### config.mk
export PLATFORM = sky130hd
export DESIGN_NAME = csrmv_fifo
export DESIGN_NICKNAME = d
export VERILOG_FILES = /design/src/hw/rtl/csrmv_fifo.sv
export SDC_FILE = /design/constraint.sdc
export NUM_CORES = 1
export LEC_CHECK = 0
export BUFFER_PORTS_ARGS = -buffer_cell sky130_fd_sc_hd__buf_2
export CORE_ASPECT_RATIO = 1.4
export CORE_MARGIN = 4
export CORE_UTILIZATION = 58
export CTS_CLUSTER_SIZE = 20
export DETAILED_ROUTE_END_ITERATION = 16
export PLACE_DENSITY = 0.85
export SLEW_MARGIN = 20
export SYNTH_ARGS = -nofsm -noshare
export SYNTH_HDL_FRONTEND = slang
export SYNTH_SLANG_ARGS = --single-unit
### constraint.sdc
create_clock -name clk -period 4.1 [get_ports clk]
set_input_delay 0.205 -clock clk [delete_from_list [all_inputs] [get_ports clk]]
set_output_delay 0.205 -clock clk [all_outputs]
set_load 0.1 [all_outputs]
### src/hw/rtl/csrmv_fifo.sv
// Small synchronous queue with first-word fall-through and an occupancy count.
// Generic; no package dependency. DEPTH must be a power of two, at least 2.
module csrmv_fifo #(
	parameter int WIDTH = 8,
	parameter int DEPTH = 4
) (
	input  logic                       clk,
	input  logic                       arst_n,
	input  logic                       wr_en,
	input  logic [WIDTH-1:0]           wr_data,
	input  logic                       rd_en,
	output logic [WIDTH-1:0]           rd_data,
	output logic                       empty,
	output logic [$clog2(DEPTH+1)-1:0] count
);

	localparam int PW = $clog2(DEPTH);
	localparam int CW = $clog2(DEPTH+1);

	logic [WIDTH-1:0] store_q [DEPTH];
	logic [PW-1:0]    wptr_q;
	logic [PW-1:0]    rptr_q;
	logic [CW-1:0]    count_q;
	logic             do_rd;

	assign do_rd   = rd_en && (count_q != '0);
	assign empty   = (count_q == '0);
	assign count   = count_q;
	assign rd_data = store_q[rptr_q];

	// pointers and occupancy
	always_ff @(posedge clk or negedge arst_n) begin
		if (!arst_n) begin
			wptr_q  <= '0;
			rptr_q  <= '0;
			count_q <= '0;
		end else begin
			if (wr_en) wptr_q <= wptr_q + PW'(1);
			if (do_rd) rptr_q <= rptr_q + PW'(1);
			if (wr_en && !do_rd) count_q <= count_q + CW'(1);
			else if (!wr_en && do_rd) count_q <= count_q - CW'(1);
		end
	end

	// storage
	always_ff @(posedge clk) begin
		if (wr_en) store_q[wptr_q] <= wr_data;
	end

endmodule

==> out/qor.yml <==
detailed_routing:
  via_count: 720
  drt-total-wl_microns: 2197
  firstDrtPassIters: 4
  drc: 0
  wl_per_cell_microns: 15.47
  drt_iter0_markers: 12
  wl_met3_microns: 133
  ant_nets: 0
  wl_met1_microns: 842
  wl_met2_microns: 1178
  viasPerCell: 5.070
  top_layer: "met4"
floorplan:
  dieArea_sq_um: 3603
  dieHeight_microns: 69.44
  rows: 22
  ioPinCount: 24
  initial_core_util: 0.5981
  core_sq_um: 2615
  die_w_microns: 51.89
setup_path:
  cp-startpoint: "rptr_q[0]"
  crit_chain: "mux4_2, buf_2"
  crit_family: "flip-flops"
  critical_path_arrival_ns: 1.96
  critPathCaptureType: "output pin"
  slowest_delay_ns: 0.73
  cp-start-kind: "flop"
  cp_num_buf_inv: 1
  r2r-start: "count[0]"
  slowest_stage: "dfrtp_1"
  ff2ff_setup_slack_ns: 2.05
  worstSetupPathType: "flop to output pin"
  crit_fanout: 10
  required_ns: 3.89
cts:
  clk_pin_slew_worst_paths_ns: 0.11
  cts_root_buffer: "clkbuf_4"
  clock_sinks: 39
  cts_resized: 0
  post_cts_buffers: 0
  numCtsBuffers: 5
  clk_latency_ns: 0.34
  htreeDepth: 2
  clockBufferDepth: 2
  tritoncts: "built"
synthesis:
  synthArstFlopShare: 0.1795
  synth_area_sq_um: 1564
  post_synth.cell_area_avg_sq_um: 20.58
  ys_seq_area_frac: 0.7264
  synth_edf_count: 32
  netlist-cell-type-count: 18
  yosys-top-cells-area: "edfxtp_1, mux4_2, dfrtp_1"
  synthCells: 76
  yosys.area.top_type_share: 0.6144
  ys.flop_type: "edfxtp_1"
  synth_nets: 94
  synth.largest_area_cell: "edfxtp_1"
  yosys_warnings: 0
  ys_ff_latch: 39
global_route:
  grt_pass1_wl_microns: 3622
  track_usage: 0.1471
  grt_overflow: 0
  grt_pass1_vias: 749
  antenna_found_initial: 0
  grt_max_degree: 13
job:
  maxCapViolCount: 0
layout:
  fin_area_sq_um: 1768
  antenna_cells: 0
  drive_above_1_share: 0.3868
  syn2layout_area_growth_pct: 13.04
  final_cell_mix: "edfxtp_1, buf_2, mux4_2, dfrtp_1"
  final_common_cell: "edfxtp_1"
  fin_cells: 142
  nNetsFinal: 123
timing:
  final-setup-viol-count: 0
  timing.final.max_slew_violations: 0
  period_share: 0.5285
  period_needed_ns: 2.167
  finalSetupTns_ns: 0
  finalHoldViolCount: 0
  relSlewSlack: 0.6024
  clock_skew_ns: 0.01048
  worst_slack_ns: 1.933
  fmax_mhz: 461.5
  rsz0062_at_grt: "false"
  worst_pin_slew_ns: 0.5965
run_status:
  status: "finished, final reports clean"
placed_design:
  port_buffers: 23
  dpl-instance-area_sq_um: 1708
  dpl.cell_count: 133
  place_ws_ns: 2.075
  hpwl_microns: 1518
  gp_congestion: 0.7223
min_path:
  worstHoldPathType: "input pin to flop"
  min-delay-start: "wr_data[4]"
## timing repair
action                                  in CTS  in global routing
endpoints found under the setup margin       0                  0
hold endpoints to repair                     7                  0
hold buffers                                 1                  0
## routing by layer
metal,vias up,GRT usage
met2,22,0.2308
met4,0,0.07872
li1,343,-
met5,-,0
met3,4,0.05806
met1,351,0.1685
## cells by family (layout without fill, tap and decap cells)
logic type,count (synthesis),count (layout),share of synthesized area
mux,9,9,0.1224
flops,39,39,0.7264
xor+xnor,6,6,0.03361
buf+inv,6,36,0.01999
simple gates,9,9,0.04159
compound gates,1,1,0.003197
fa+ha+maj,6,6,0.05280
## sequential cells by signal (all words and copies together), names as in the netlist
signal	cells
store_q	32
count	3
wptr_q	2
rptr_q	2
## cells in the mapped netlist (3+ instances only)
master    count
xor2_1        3
edfxtp_1     32
inv_1         4
dfrtp_1       7
xnor2_1       3
mux4_2        8
and2_1        4
ha_1          5
## worst paths after layout
| kind | to | depth (start not counted) |
|---|---|---|
| max | rd_data[0] | 2 |
| min | store_q[3][4] | 1 |
| max reg2reg | count[2] | 8 |
| min reg2reg | count[2] | 1 |
| max in group asynchronous | rptr_q[1] | 2 |
| min in group asynchronous | wptr_q[0] | 2 |
## per-stage QoR
stage | hold slack [ns] | utilization
3_3_place_gp | 0.04072 | 0.6531
6_report | 0.07869 | 0.6761
5_1_grt | 0.04713 | 0.6761
4_1_cts | 0.06767 | 0.6761
2_1_floorplan | -0.09059 | -
3_5_place_dp | 0.04718 | 0.6531
## area by class of cell
class | count | area (sq um)
flip-flops and latches | 39 | 1136
fillers | 192 | 847.1
multi-input cells | 31 | 396.6
repair buffers | 24 | 125.1
well taps | 36 | 45.04
clock buffers | 6 | 41.29
inverters | 4 | 15.01
clock inverters | 2 | 8.758
Power is left out: the tool's default activity adds up to more than one toggle a clock period on the data nets, which glitch-free logic cannot reach.
