--- src/hw/rtl/csrmv_pkg.sv ---
// Package for the compressed-row sparse matrix-vector block.
// Holds item kinds, queue entry types, widths and default depths.
// No dependencies.
package csrmv_pkg;

	// field widths
	localparam int POS_W      = 10;
	localparam int DATA_W     = 32;
	localparam int ACC_W      = 64;
	localparam int POS_EXT_W  = 17;

	// item kinds
	localparam logic [1:0] KIND_LOAD  = 2'd0;
	localparam logic [1:0] KIND_ENTRY = 2'd1;
	localparam logic [1:0] KIND_EMPTY = 2'd2;

	// configuration register index (bit 2 of the byte address)
	localparam logic CFG_IDX_MODE = 1'b0;

	// defaults
	localparam int VEC_DEPTH_DEF = 1024;
	localparam int MID_DEPTH     = 4;
	localparam int OUT_DEPTH     = 4;

	// item handed from front to back
	typedef struct packed {
		logic [1:0]               op;
		logic signed [DATA_W-1:0] coef;
		logic signed [DATA_W-1:0] elem;
		logic signed [DATA_W-1:0] rhs;
		logic                     last;
	} mid_item_t;

	// finished row result
	typedef struct packed {
		logic signed [DATA_W-1:0] row_result;
		logic [POS_W-1:0]         row_number;
		logic                     saturated;
	} result_t;

endpackage

--- src/hw/rtl/csrmv_back.sv ---
// Back end: multiply, saturating accumulate, row finish (defect, scale, clamp).
// Pops the middle queue and pushes results to the output queue. Uses csrmv_pkg.
module csrmv_back #(
	parameter int OUT_DEPTH = csrmv_pkg::OUT_DEPTH
) (
	input  logic                           clk,
	input  logic                           arst_n,
	input  logic                           mode,
	input  logic                           mid_empty,
	input  csrmv_pkg::mid_item_t           mid_item,
	output logic                           mid_pop,
	input  logic [$clog2(OUT_DEPTH+1)-1:0] out_count,
	output logic                           out_push,
	output csrmv_pkg::result_t             out_item
);
	import csrmv_pkg::*;

	localparam int CW = $clog2(OUT_DEPTH+1);
	localparam logic signed [ACC_W-1:0] ACC_MAX = {1'b0, {(ACC_W-1){1'b1}}};
	localparam logic signed [ACC_W-1:0] ACC_MIN = {1'b1, {(ACC_W-1){1'b0}}};
	localparam logic signed [DATA_W-1:0] RES_MAX = {1'b0, {(DATA_W-1){1'b1}}};
	localparam logic signed [DATA_W-1:0] RES_MIN = {1'b1, {(DATA_W-1){1'b0}}};

	logic                     valid_s1;
	logic [1:0]               op_s1;
	logic signed [ACC_W-1:0]  prod_s1;
	logic signed [DATA_W-1:0] rhs_s1;
	logic                     last_s1;

	logic signed [ACC_W-1:0]  acc_q;
	logic [POS_W-1:0]         row_q;
	logic                     emit;

	logic                     valid_s2;
	logic signed [ACC_W-1:0]  sum_s2;
	logic signed [DATA_W-1:0] rhs_s2;
	logic [POS_W-1:0]         row_s2;

	logic [ACC_W:0]           add_w;
	logic signed [ACC_W-1:0]  acc_sum;
	logic signed [ACC_W-1:0]  rhs_ext;
	logic [ACC_W:0]           sub_w;
	logic signed [ACC_W-1:0]  defect;
	logic signed [ACC_W-1:0]  qval;
	logic [ACC_W-17:0]        shr;
	logic                     ovf;

	// credit: room in the output queue for everything in flight
	assign mid_pop = !mid_empty &&
		(({1'b0, out_count} + (CW+1)'(valid_s1) + (CW+1)'(valid_s2)) < (CW+1)'(OUT_DEPTH));

	// stage 1: multiply
	always_ff @(posedge clk) begin
		if (mid_pop) begin
			op_s1   <= mid_item.op;
			prod_s1 <= mid_item.coef * mid_item.elem;
			rhs_s1  <= mid_item.rhs;
			last_s1 <= mid_item.last;
		end
	end

	// saturating accumulate
	assign add_w   = {acc_q[ACC_W-1], acc_q} + {prod_s1[ACC_W-1], prod_s1};
	assign acc_sum = (add_w[ACC_W] != add_w[ACC_W-1]) ?
		(add_w[ACC_W] ? ACC_MIN : ACC_MAX) : $signed(add_w[ACC_W-1:0]);

	assign emit = valid_s1 && ((op_s1 == KIND_ENTRY && last_s1) || op_s1 == KIND_EMPTY);

	// stage 2 control: accumulator and row counter
	always_ff @(posedge clk or negedge arst_n) begin
		if (!arst_n) begin
			valid_s1 <= 1'b0;
			valid_s2 <= 1'b0;
			acc_q    <= '0;
			row_q    <= '0;
		end else begin
			valid_s1 <= mid_pop;
			valid_s2 <= emit;
			if (valid_s1) begin
				case (op_s1)
					KIND_LOAD: begin
						acc_q <= '0;
						row_q <= '0;
					end
					KIND_ENTRY: begin
						acc_q <= last_s1 ? '0 : acc_sum;
						if (last_s1) row_q <= row_q + POS_W'(1);
					end
					KIND_EMPTY: begin
						acc_q <= '0;
						row_q <= row_q + POS_W'(1);
					end
					default: begin
						acc_q <= acc_q;
					end
				endcase
			end
		end
	end

	// stage 2 payload
	always_ff @(posedge clk) begin
		if (emit) begin
			sum_s2 <= (op_s1 == KIND_ENTRY) ? acc_sum : '0;
			rhs_s2 <= rhs_s1;
			row_s2 <= row_q;
		end
	end

	// row finish: optional defect, floor shift by 16, clamp to 32 bits
	assign rhs_ext = {{16{rhs_s2[DATA_W-1]}}, rhs_s2, 16'h0000};
	assign sub_w   = {rhs_ext[ACC_W-1], rhs_ext} - {sum_s2[ACC_W-1], sum_s2};
	assign defect  = (sub_w[ACC_W] != sub_w[ACC_W-1]) ?
		(sub_w[ACC_W] ? ACC_MIN : ACC_MAX) : $signed(sub_w[ACC_W-1:0]);
	assign qval    = mode ? defect : sum_s2;
	assign shr     = qval[ACC_W-1:16];
	assign ovf     = !((&shr[ACC_W-17:DATA_W-1]) || !(|shr[ACC_W-17:DATA_W-1]));

	assign out_push            = valid_s2;
	assign out_item.row_result = ovf ? (shr[ACC_W-17] ? RES_MIN : RES_MAX)
		: $signed(shr[DATA_W-1:0]);
	assign out_item.row_number = row_s2;
	assign out_item.saturated  = ovf;

endmodule

--- config.mk ---
export PLATFORM = sky130hd
export DESIGN_NAME = csrmv_back
export DESIGN_NICKNAME = d
export VERILOG_FILES = /design/src/hw/rtl/csrmv_pkg.sv /design/src/hw/rtl/csrmv_back.sv
export SDC_FILE = /design/constraint.sdc
export NUM_CORES = 2
export LEC_CHECK = 0
export CAP_MARGIN = 30
export CORE_ASPECT_RATIO = 1.4
export CORE_UTILIZATION = 49
export DETAILED_ROUTE_END_ITERATION = 8
export DONT_BUFFER_PORTS = 1
export PLACE_DENSITY = 0.75
export SETUP_SLACK_MARGIN = 0.15
export SYNTH_ARGS = -nofsm -noshare
export SYNTH_HDL_FRONTEND = slang
export SYNTH_SLANG_ARGS = --single-unit
--- constraint.sdc ---
create_clock -name clk -period 8.5 [get_ports clk]
set_input_delay 0.425 -clock clk [delete_from_list [all_inputs] [get_ports clk]]
set_output_delay 0.425 -clock clk [all_outputs]
set_load 0.01 [all_outputs]
==> flow_summary.rst <==
.. list-table::
   :header-rows: 1

   * - Metric
     - Value
   * - Run status
     - finished clean
   * - Arrival time of the worst setup path
     - roughly 8300 ps
   * - Mean instance size in the synthesized netlist
     - approximately 9.5 sq um
   * - Standard cell core area
     - 107000 sq um
   * - Clock transition at the registers of the reported paths
     - around 70 ps
   * - Max Fanout on Critical Path
     - 32
   * - Maximum clock insertion buffer count
     - 3
   * - Most common cell in the netlist
     - fa_1
   * - Synth async-reset ratio
     - ~27%
   * - Total clock sinks
     - about 280
   * - Post-synth top flop
     - edfxtp_1
   * - Kind of end point of the critical path
     - flip-flop
   * - Netlist area before placement
     - around 53000 sq um
   * - Number of ports placed on the die boundary
     - 151
   * - Initial core utilization
     - between 40 and 50%
   * - Violation count after the first detailed-routing iteration
     - between 2000 and 3000
   * - Port bufs
     - 0
   * - Library cell occupying the most area in the post-synthesis netlist
     - fa_1
   * - Placed cell count
     - 6800
   * - GR Layer Usage met2
     - 47.8%
   * - Remaining routing DRC violations
     - 0
   * - Average detailed-routed wire length per instance
     - around 22 um
   * - Fraction of layout cells with a size suffix above 1
     - 3.14%
   * - Setup repair after global routing missed its margin
     - false
   * - Number of antenna cells inserted
     - 0
   * - Number of flops mapped to enable cells by yosys
     - 205
   * - Clock tree from TritonCTS
     - built
   * - Area share of the leading cell type in the synthesized netlist
     - 40.6%
   * - Vias in the first global route
     - 42616
   * - Top area cells in the synthesized netlist
     - fa_1 41%, edfxtp_1 12%, inv_1 7.4%, ha_1 7.1%, and2_1 6.1%
   * - Sort of element at the start of the critical path
     - primary input
   * - Full die area
     - 110000 sq um
   * - Fin cells
     - between 6000 and 7000
   * - Fillers
     - a little under 10000
   * - Max-cap violations
     - 0
   * - Setup violations, final
     - 0
   * - FP Rows
     - approximately 140
   * - Register-to-register setup slack
     - about 2200 ps
   * - GR Util met1
     - a little under a third
   * - Worst-case hold slack
     - 88.3 ps
   * - Required time reported for the critical path endpoint
     - a little under 9000 ps
   * - Synth warnings
     - 0
   * - Final Slew Violations
     - 0
   * - Number of buffers created by CTS
     - 27
   * - HPWL Detailed
     - approximately 120000 um
   * - Cell variety after synth
     - 92
   * - Slew headroom
     - between 30% and 40%
   * - Number of search-and-repair iterations in the first detailed-routing pass
     - 8
   * - Die extent in y
     - 393 um
   * - Global Route Usage Sum
     - 27.7%
   * - Maximum number of pins on one net before global-route repair
     - 77
   * - Post-Synthesis Net Count
     - a little over 7000
   * - Clock insertion delay at the later pin of the skew report
     - ~580 ps
   * - Aggregate global routing overflow
     - 0
   * - Placer's final routability congestion estimate
     - approximately 0.96
   * - Hold Path Stages
     - 1
   * - Final Net Count
     - between 6000 and 7000
   * - Total wire length after detailed routing
     - roughly 150000 um
   * - Part of the Yosys area used for sequential elements
     - about 15%
   * - Pin slew with the least headroom to its limit
     - between 900 and 1000 ps
   * - Setup Crit Path Kind
     - primary input to flip-flop
   * - Final clock period utilization by the worst path
     - 94.5%
   * - Area overhead of the layout relative to synthesis
     - 4.41%
   * - Antenna violations before repair
     - 0
   * - Worst Skew
     - about 20 ps
   * - Setup repair bufs after CTS
     - 0
   * - Count of state elements after synthesis
     - between 200 and 300
   * - Number of cells traversed by the worst register-to-register path
     - 14
   * - Final period demand of the worst path
     - 8030 ps
   * - Number of routed nets with antenna violations
     - 0
   * - Maximum clock rate
     - about 0.12 GHz
   * - Post-placement cell area
     - about 54000 sq um
   * - Global-route wire length before repair
     - roughly 230000 um
   * - H-tree depth
     - 1
   * - Final design instance area without fill
     - between 50000 and 60000 sq um
   * - Clock tree root buffer cell
     - clkbuf_16
   * - Leading post-synthesis cells by instance count
     - 1083 x fa_1, 1056 x inv_1, 666 x nand2_1
   * - Hold Vio Cnt, Final
     - 0
   * - Grt peak-use layer
     - met2
   * - Class of the worst hold path
     - primary input to flip-flop
   * - Final core occ
     - 51.9%
   * - Global-route met3 utilization
     - under 10%
   * - Die X-Extent
     - ~280 um
   * - Cells after Synth
     - roughly 5600
   * - Via count
     - around 39000
   * - Via density
     - about 5.7
[cell families (layout without fill, tap and decap cells)]
logic type | Yosys count | after routing | synth area share (%)
compound gates | 758 | 758 | 9.33
fa+ha+maj | 1389 | 1389 | 47.7
mux | 4 | 4 | 0.0773
xor+xnor | 173 | 173 | 2.85
flops | 281 | 281 | 15.1
simple gates | 1661 | 1661 | 15.4
buf+inv | 1335 | 1183 | 9.52
[layer usage]
| metal | vias up | part of all wire (%) |
|---|---|---|
| met1 | 19596 | 36 |
| met3 | 546 | 7.2 |
| li1 | 17055 | - |
| met5 | - | 0 |
| met2 | 1737 | 49 |
| met4 | 0 | 7.8 |
[cell type report]
| class | count | area [sq um] | share of cell area, % |
|---|---|---|---|
| clock buffer | 32 | 746 | 1.34 |
| clock inverter | 18 | 160 | 0.287 |
| inverter | 1056 | 3960 | 7.11 |
| multi-input combinational | 3985 | 40300 | 72.3 |
| sequential | 281 | 8060 | 14.4 |
| tap | 1440 | 1800 | 3.23 |
| timing repair buffer | 77 | 728 | 1.31 |
[cells in the final DEF, fill, tap and decap left out, types with 30 or more instances in the layout]
master            n
fa_1           1082
inv_1          1056
nand2_1         666
and2_1          518
ha_1            304
edfxtp_1        205
nor2_1          200
a21oi_1         187
o21ai_0         180
xnor2_1         105
a21o_1           98
dfrtp_1          76
xor2_1           67
nand3_1          50
o211ai_1         42
nor3_1           40
nand4_1          40
dlygate4sd3_1    36
buf_4            35
nand2b_1         30
[timing repair]
| action | in CTS | in global routing |
|---|---|---|
| setup endpoints to repair | 0 | 3 |
| gates resized for setup | 0 | 1 |
| hold buffers | 37 | 0 |
| hold endpoints to repair | 111 | 0 |
[through the flow]
step                setup WS [ps]  TNS, ps
finish                        466        0
global route                  258        0
CTS                           333        0
detailed placement           -249     -543
global placement             -217     -459
floorplan                     570        0
[worst max-delay path, stage by stage]
cell and delay [ps]:
nand2_1 100, inv_1 90, fa_1 600, fa_1 480
fa_2 790, fa_1 510, fa_1 500, fa_1 580
fa_1 440, fa_1 480, ha_1 420, nand4_1 200
nor3b_1 580, and3_1 270, o31ai_1 90, buf_2 190
a31oi_1 350, o21ai_0 180, a31oi_1 360, a31o_2 250
nand2b_1 60, nand3_1 90, a31oi_1 110, xnor2_1 160
[final timing paths]
path / startpoint / end
setup / recovery: mid_item[35] / prod_s1[62]
hold / removal: mid_item[65] / prod_s1[0]
setup reg to reg: prod_s1[3] / acc_q[13]
hold reg to reg: rhs_s1[29] / rhs_s2[29]
max in group asynchronous: arst_n / acc_q[8]
min in group asynchronous: arst_n / row_q[4]
[sequential cells by signal, summed over array words and instances, names as in the netlist]
signal / flops
row_q: 10
rhs_s2: 32
valid_s1: 1
row_s2: 10
rhs_s1: 32
out_push: 1
prod_s1: 64
sum_s2: 64
last_s1: 1
acc_q: 64
op_s1: 2
Power is not shown: default switching activity piles up to over one toggle a cycle in this logic, so the estimate is an artifact.
